<file path="src/hw/rtl/nvt_pkg.sv">
// ----------------------------------------------------------------------------
// nvt_pkg
// shared constants and types of the normal vector transform pipeline
// ----------------------------------------------------------------------------
package nvt_pkg;

    localparam int VEC_WIDTH_DEF  = 16;
    localparam int COEF_WIDTH_DEF = 16;

    localparam int ROW_WIDTH  = 48;
    localparam int LANE_STEP  = 16;
    localparam int OUT_WIDTH  = 16;
    localparam int NORM_BITS  = 30;
    localparam int NORM_TOP   = 29;
    localparam int SQ_BITS    = 2 * NORM_BITS;
    localparam int SUM_BITS   = 62;
    localparam int ROOT_BITS  = 31;
    localparam int FRAC_BITS  = 14;
    localparam int QUO_BITS   = 15;
    localparam int NUM_BITS   = NORM_BITS + FRAC_BITS + 1;
    localparam int ONE_Q14    = 16384;

    localparam logic [ROW_WIDTH-1:0] ROW0_RESET = 48'h0000_0000_1000;
    localparam logic [ROW_WIDTH-1:0] ROW1_RESET = 48'h0000_1000_0000;
    localparam logic [ROW_WIDTH-1:0] ROW2_RESET = 48'h1000_0000_0000;

    localparam logic [1:0] CFG_ROW0 = 2'd0;
    localparam logic [1:0] CFG_ROW1 = 2'd1;
    localparam logic [1:0] CFG_ROW2 = 2'd2;

    typedef struct packed {
        logic       valid;
        logic       zero;
        logic [2:0] neg;
    } nvt_ctl_t;

endpackage

</file>
<file path="src/hw/rtl/nvt_norm.sv">
// ----------------------------------------------------------------------------
// nvt_norm
// sign and magnitude split, leading one search, common normalizing shift
// ----------------------------------------------------------------------------
module nvt_norm #(
    parameter int VEC_WIDTH  = nvt_pkg::VEC_WIDTH_DEF,
    parameter int COEF_WIDTH = nvt_pkg::COEF_WIDTH_DEF
) (
    input  logic                                    clk,
    input  logic                                    rst_n,
    input  logic                                    en,
    input  logic                                    in_valid,
    input  logic signed [VEC_WIDTH+COEF_WIDTH+1:0]  t [3],
    output nvt_pkg::nvt_ctl_t                       ctl,
    output logic [nvt_pkg::NORM_BITS-1:0]           nmag [3]
);
    import nvt_pkg::*;

    localparam int TW = VEC_WIDTH + COEF_WIDTH + 2;
    localparam int MW = VEC_WIDTH + COEF_WIDTH + 1;
    localparam int PW = $clog2(MW);

    logic [MW-1:0]         mag_reg [3];
    logic [MW-1:0]         mag2_reg [3];
    logic [MW-1:0]         or_reg;
    logic [2:0]            neg_reg;
    logic [2:0]            neg2_reg;
    logic [PW-1:0]         pos_next;
    logic [PW-1:0]         pos_reg;
    logic                  zero_reg;
    logic                  v1_reg;
    logic                  v2_reg;
    logic [TW-1:0]         neg_t [3];
    logic [MW-1:0]         mag_next [3];
    logic [NORM_BITS-1:0]  nmag_reg [3];
    nvt_ctl_t              ctl_reg;

    for (genvar i = 0; i < 3; i++)
    begin : g_abs
        assign neg_t[i]    = -t[i];
        assign mag_next[i] = t[i][TW-1] ? neg_t[i][MW-1:0] : t[i][MW-1:0];
    end

    always_comb
    begin
        pos_next = '0;
        for (int i = 0; i < MW; i++)
        begin
            if (or_reg[i])
                pos_next = PW'(i);
        end
    end

    always_ff @(posedge clk)
    begin
        if (en)
        begin
            for (int i = 0; i < 3; i++)
            begin
                mag_reg[i]  <= mag_next[i];
                neg_reg[i]  <= t[i][TW-1];
                mag2_reg[i] <= mag_reg[i];
                nmag_reg[i] <= NORM_BITS'(({mag2_reg[i], {NORM_TOP{1'b0}}}) >> pos_reg);
            end
            or_reg   <= mag_next[0] | mag_next[1] | mag_next[2];
            neg2_reg <= neg_reg;
            pos_reg  <= pos_next;
            zero_reg <= (or_reg == '0);
        end
    end

    always_ff @(posedge clk or negedge rst_n)
    begin
        if (!rst_n)
        begin
            v1_reg  <= 1'b0;
            v2_reg  <= 1'b0;
            ctl_reg <= '0;
        end
        else if (en)
        begin
            v1_reg        <= in_valid;
            v2_reg        <= v1_reg;
            ctl_reg.valid <= v2_reg;
            ctl_reg.zero  <= zero_reg;
            ctl_reg.neg   <= neg2_reg;
        end
    end

    assign ctl  = ctl_reg;
    assign nmag = nmag_reg;

endmodule

</file>
<file path="config.mk">
export PLATFORM = sky130hd
export DESIGN_NAME = nvt_norm
export DESIGN_NICKNAME = d
export VERILOG_FILES = /design/src/hw/rtl/nvt_pkg.sv /design/src/hw/rtl/nvt_norm.sv
export SDC_FILE = /design/constraint.sdc
export NUM_CORES = 1
export LEC_CHECK = 0
export BUFFER_PORTS_ARGS = -buffer_cell sky130_fd_sc_hd__buf_2
export CORE_UTILIZATION = 43
export CTS_CLUSTER_DIAMETER = 150
export DETAILED_ROUTE_END_ITERATION = 12
export GPL_ROUTABILITY_DRIVEN = 1
export GPL_TIMING_DRIVEN = 0
export HOLD_SLACK_MARGIN = 0.15
export SLEW_MARGIN = 20
export SYNTH_ARGS = -nofsm -noshare
export SYNTH_HDL_FRONTEND = slang
export SYNTH_SLANG_ARGS = --single-unit
</file>
<file path="constraint.sdc">
create_clock -name clk -period 2.5 [get_ports clk]
set_input_delay 0.25 -clock clk [delete_from_list [all_inputs] [get_ports clk]]
set_output_delay 0.25 -clock clk [all_outputs]
set_load 0.05 [all_outputs]
</file>
# Yosys cells after proc, flatten, opt, wreduce, memory -nomap -nowiden
# Memories as Yosys holds them, arrays and structs flattened.
# Cells that the tools add are included.
# classes
add_sub_neg	3
mux	36
shift	3
n_reduce_logical	1
bitwise_logic	2
# op_table
cell	count
$shr 62x6->30	3
$mux 6	29
$mux 33	3
$neg 33->33	3
$or 33x33->33	2
$logic_not 33->1	1
$mux 1	3
$mux 2	1
# totals
register_bits	143
in_bits	106
out_inout_bits	95
ram_bits	198
mem_count	2
elab_cells	60
# mem_list
memory	depth	word_bits	rd	rd_ports_with_merged_regs	wr	line	rtl
mag2_reg	3	33	3	0	3	nvt_norm.sv:24	logic [MW-1:0] mag2_reg [3];
mag_reg	3	33	3	0	3	nvt_norm.sv:23	logic [MW-1:0] mag_reg [3];

# Depth between registers and ports, before layout
# depth
ltp_word	31
depth_mapped	10
depth_no_buf	8

# Worst setup path before layout
# No wires, ideal clock.
# synth_path
kind	input to register
start	in t[73] (netlist name)
end	reg or_reg[32], data pin
setup_ps	265
t_arrival_ps	2370
t_required_ps	2235
stages	7
path_slack_ps	-136
cell_sequence	or4_4 > buf_6 > nor3_4 > or4b_4 > o41ai_4 > xnor2_1 > or3_1
# synth_rtl
item	line	rtl
start, declared	nvt_norm.sv:13	input logic signed [VEC_WIDTH+COEF_WIDTH+1:0] t [3],
end signal, assigned	nvt_norm.sv:65	or_reg <= mag_next[0] | mag_next[1] | mag_next[2];
end, declared	nvt_norm.sv:25	logic [MW-1:0] or_reg;

# Final worst setup path
# layout_path
start	reg pos_reg[0]
end	reg nmag_reg, in the netlist nmag[41], data pin
# layout_between
elab_chain_cells	1
# layout_lines
item	line	rtl
start, declared	nvt_norm.sv:29	logic [PW-1:0] pos_reg;
start signal, assigned	nvt_norm.sv:67	pos_reg <= pos_next;
$shr 62x6->30	nvt_norm.sv:63	nmag_reg[i] <= NORM_BITS'(({mag2_reg[i], {NORM_TOP{1'b0}}}) >> pos_reg);
end signal, assigned by index	nvt_norm.sv:63	
end, declared	nvt_norm.sv:35	logic [NORM_BITS-1:0] nmag_reg [3];
# Every way passes these cells.
# A chain may end at the register's enable or synchronous reset.

==> out/results.txt <==
The run finished, with violations left. The checks that failed: negative setup slack. The count of buffers from port buffering is 200, and the leftover overflow at the end of global routing is 0. In the routed design, unresolved DRC markers number 0. Maximum operating frequency: 387 MHz.

The run gives 15.8k as the via count of the first global-routing pass. The share of synthesized area in the top cell type comes to 52.8%. The setup clock skew after layout is 0.0161 ns. The logs give 53.7% for the sequential fraction of the synthesis area and 33.5% for the global-route usage over all layers.

After detailed routing, the average wire length per cell comes to 29.3 um. Summing every instance area after synthesis gives 19000 um2. The number of storage elements in the synthesis netlist was 341. The worst setup path is captured at a flop.

The total wirelength of the detailed-routed design came out at 75500 um. The delay of the slowest critical-path stage is 0.56 ns, and the clock transition time at the flip-flop clock pins of the worst setup and hold paths is 0.06 ns. Measured along the x axis, the die boundary spans 212 um. The first global-routing pass estimated 107000 um of wire.

For the number of standard-cell rows in the floorplan, the log shows 76. The die is 212 um tall. For the placed wire-length estimate, the log shows 59800 um. The part of the power in registers was 40.8%; the total count of max-transition violations in the final report was 0. The sequential cells in the finished layout cover a total of 10200 um2.

The clock insertion delay at the later pin of the skew report was 0.55 ns; the average footprint of a synthesized cell was 11.9 um2. TritonCTS built the clock tree. The area taken by multi-input logic gates was 9570 um2. For this run, global-route usage on met3 was measured as 5.55%. From synthesis to final layout, the design area changed by 31.2%. In this design, the critical path's most frequently occurring cell is buf_12. For the post-layout worst setup margin, the log shows -0.0809 ns. The combinational share of power was 30.1%; the total core area was 43400 um2. The logs give 2.80 ns for the data required time at the worst endpoint and 341 for the number of sinks driven by the clock tree. The die covers 45100 um2. The detail route stage leaves a number of antenna-violating nets equal to 0. The count of max-cap constraint violations is 0, and the power density over the cells is 722 nW/um2.

The largest fanout of any net on the critical path is 6. Counting every net in the synthesized netlist gives 1705. The tools report the finished layout cell area as 24900 um2. In this run the count of I/O pins placed on the die edge is 201. The run gives 8.89 nW as the total leakage power. After synthesis, the cell types taking the most area are edfxtp_1 (53%), mux2i_1 (7.4%), mux2_2 (5.2%), xnor2_1 (4.0%), o21ai_0 (3.6%). The final critical path takes up 103% of the cycle. Summed over all instances, the cell type with the most area after synthesis is edfxtp_1.

The run gives 1.06 as the weighted congestion at the end of routability-driven global placement. For this run, global-route usage on met2 was measured as 56.5%. The count of final hold-check violations is 0, and the number of warning messages in the yosys log is 0. The initial utilization of the core area, before any placement, comes to 43.8%. Synthesis instantiated 66 different standard cells from the library.

Entering global routing, the biggest net connects 111 pins. In the synthesized netlist, the cells that appear most often are edfxtp_1 (334), mux2i_1 (140), o21ai_0 (136), nand2_1 (131). Counting flops with an async set or reset pin after synthesis yields a share of 2.05%. The startpoint type of the worst setup path is a flop. The smallest clock period supported by the final layout is computed as 2.58 ns.

The worst slew margin relative to its limit was 35.6%. The most common cell in the synthesized netlist is edfxtp_1. The detailed-route vias per instance is 6.13, and the number of buffers added by the clock tree synthesis step is 37. The number of antenna diodes in the final layout is 0. The largest vdd supply drop came out at 0.566 mV.

The slowest stage of the critical path belongs to the cell mux4_2. The final layout contains 2078 nets. Setup repair after global routing could not meet its margin everywhere. The critical path arrival is 2.88 ns. Global routing used 39.7% of the available met1 tracks.

In this run switching power makes up 33.2% of total power. The initial antenna violation count is 0, and the number of buffers between clock root and the deepest sink is 3. Setup violations remaining at the end of the flow were counted as 13. Walking the worst path, the cells encountered are buf_6 > buf_12 > buf_12 > mux4_2 > a22oi_2 > buf_4 > mux2i_4 > a221o_1. Most instantiated flip-flop cell in the synthesis netlist: edfxtp_1. Counting every instance in the synthesized netlist gives 1596. Critical setup path kind: flop to flop. The number of fillers in the final layout is 3617. The internal power component is 12.0 mW, and the slew of the pin with the lowest slew margin is 0.963 ns. The most utilized layer in the global route result was met2. The total cell area at the placement stage is 20900 um2, and the clock network fraction of design power is 29.2%. The number of H-tree branching levels was 2; the net switching component of the power was 5.98 mW. Type of the tightest min-delay check: primary input to flop.

The run gives -1.33 ns as the post-placement setup slack. The number of enable-type register cells in the synthesized netlist works out to 334. For the count of TritonRoute iterations in the first routing pass, the log shows 5. The clock tree root buffer cell is clkbuf_16.

For the via count of the routed design, the log shows 15.8k. Of the cells placed in the final design, the portion with a size suffix greater than 1 is 33.8%. The detailed router finished its first iteration with 1394 violations.
power by group through the flow:
stage / clock network (mW) / registers [mW] / logic [mW]
6_report: 5.26 / 7.34 / 5.41
5_1_grt: 5.57 / 7.39 / 5.60
4_1_cts: 5.35 / 7.33 / 4.81
3_5_place_dp: 0 / 7.42 / 4.35
3_3_place_gp: 0 / 7.45 / 4.34
2_1_floorplan: 0 / 7.96 / 2.00
final timing paths:
path	slack (ns)	startpoint	cells after the start	endpoint
setup / recovery	-0.08	pos_reg[0]	8	nmag[41]
hold / removal	0.17	t[14]	2	mag_reg[0][80]
setup reg to reg	-0.08	pos_reg[0]	8	nmag[41]
hold reg to reg	0.40	mag_reg[0][92]	0	mag2_reg[0][92]
max in group asynchronous	1.54	rst_n	3	ctl[0]
min in group asynchronous	0.70	rst_n	3	ctl[2]
worst max-delay path: cells and delay by family, from the launching register on:
kind	cells	cell delay (ns)
AO/OA/AOI/OAI	2	0.68
buffers and inverters	4	0.63
flip-flops	1	0.40
multiplexers	2	0.63
cell type report:
cell class	count	share of cell area [%]
multi-input combinational	1130	38.4
sequential	341	40.9
buffer	99	3.05
tap	585	2.93
inverter	22	0.336
clock inverter	20	0.753
timing repair buffer	338	9.73
clock buffer	46	3.89
cells in the final DEF (no fill, tap or decap), drive strengths merged, types with 15 or more instances in the layout:
cell / n
edfxtp: 334
o22ai: 48
mux2i: 140
o21ai: 136
nor3: 29
o31ai: 33
dlygate4sd3: 94
nand2: 131
nand3: 16
clkbuf: 113
a21oi: 40
inv: 25
a221oi: 15
mux2: 87
nor2: 77
o221ai: 19
or3: 60
a22oi: 20
xnor2: 87
buf: 275
nor4: 18
mux4: 24
routing by layer:
metal / part of all wire, % / routed length, um
met1: 39 / 29100
met2: 48 / 36200
met3: 6.3 / 4760
met4: 7.2 / 5460
met5: 0 / 0
cells by family after synthesis:
group                      count (synthesis)  share of synthesized area (%)
buffers and inverters                    125                           2.56
adders and majority gates                  3                          0.197
DFF                                      341                           53.7
muxes                                    251                           15.4
xor gates and xnor gates                  93                           4.28
and+or+nand+nor                          381                           9.85
AOI/OAI and AO/OA                        402                           14.1
through the flow:
stage	std cells	util, %	TNS, ns	hold slack (ns)	power (mW)
floorplan	1596	-	-0.163	-0.0456	9.96
global placement	2381	47.9	-1224.34	0.0887	11.8
detailed placement	2387	48.2	-97.40	0.0983	11.8
CTS	2556	55.0	-0.0501	0.151	17.5
global route	2581	57.5	-1.08	0.160	18.6
finish	2581	57.5	-0.340	0.166	18.0
timing repair:
item	in CTS	in global routing
hold buffers	95	0
pin swaps	10	27
setup endpoints to repair	97	94
hold endpoints to repair	108	0
gates resized for setup	235	210
buffers inserted	12	26
(Power assumes the default switching activity.)
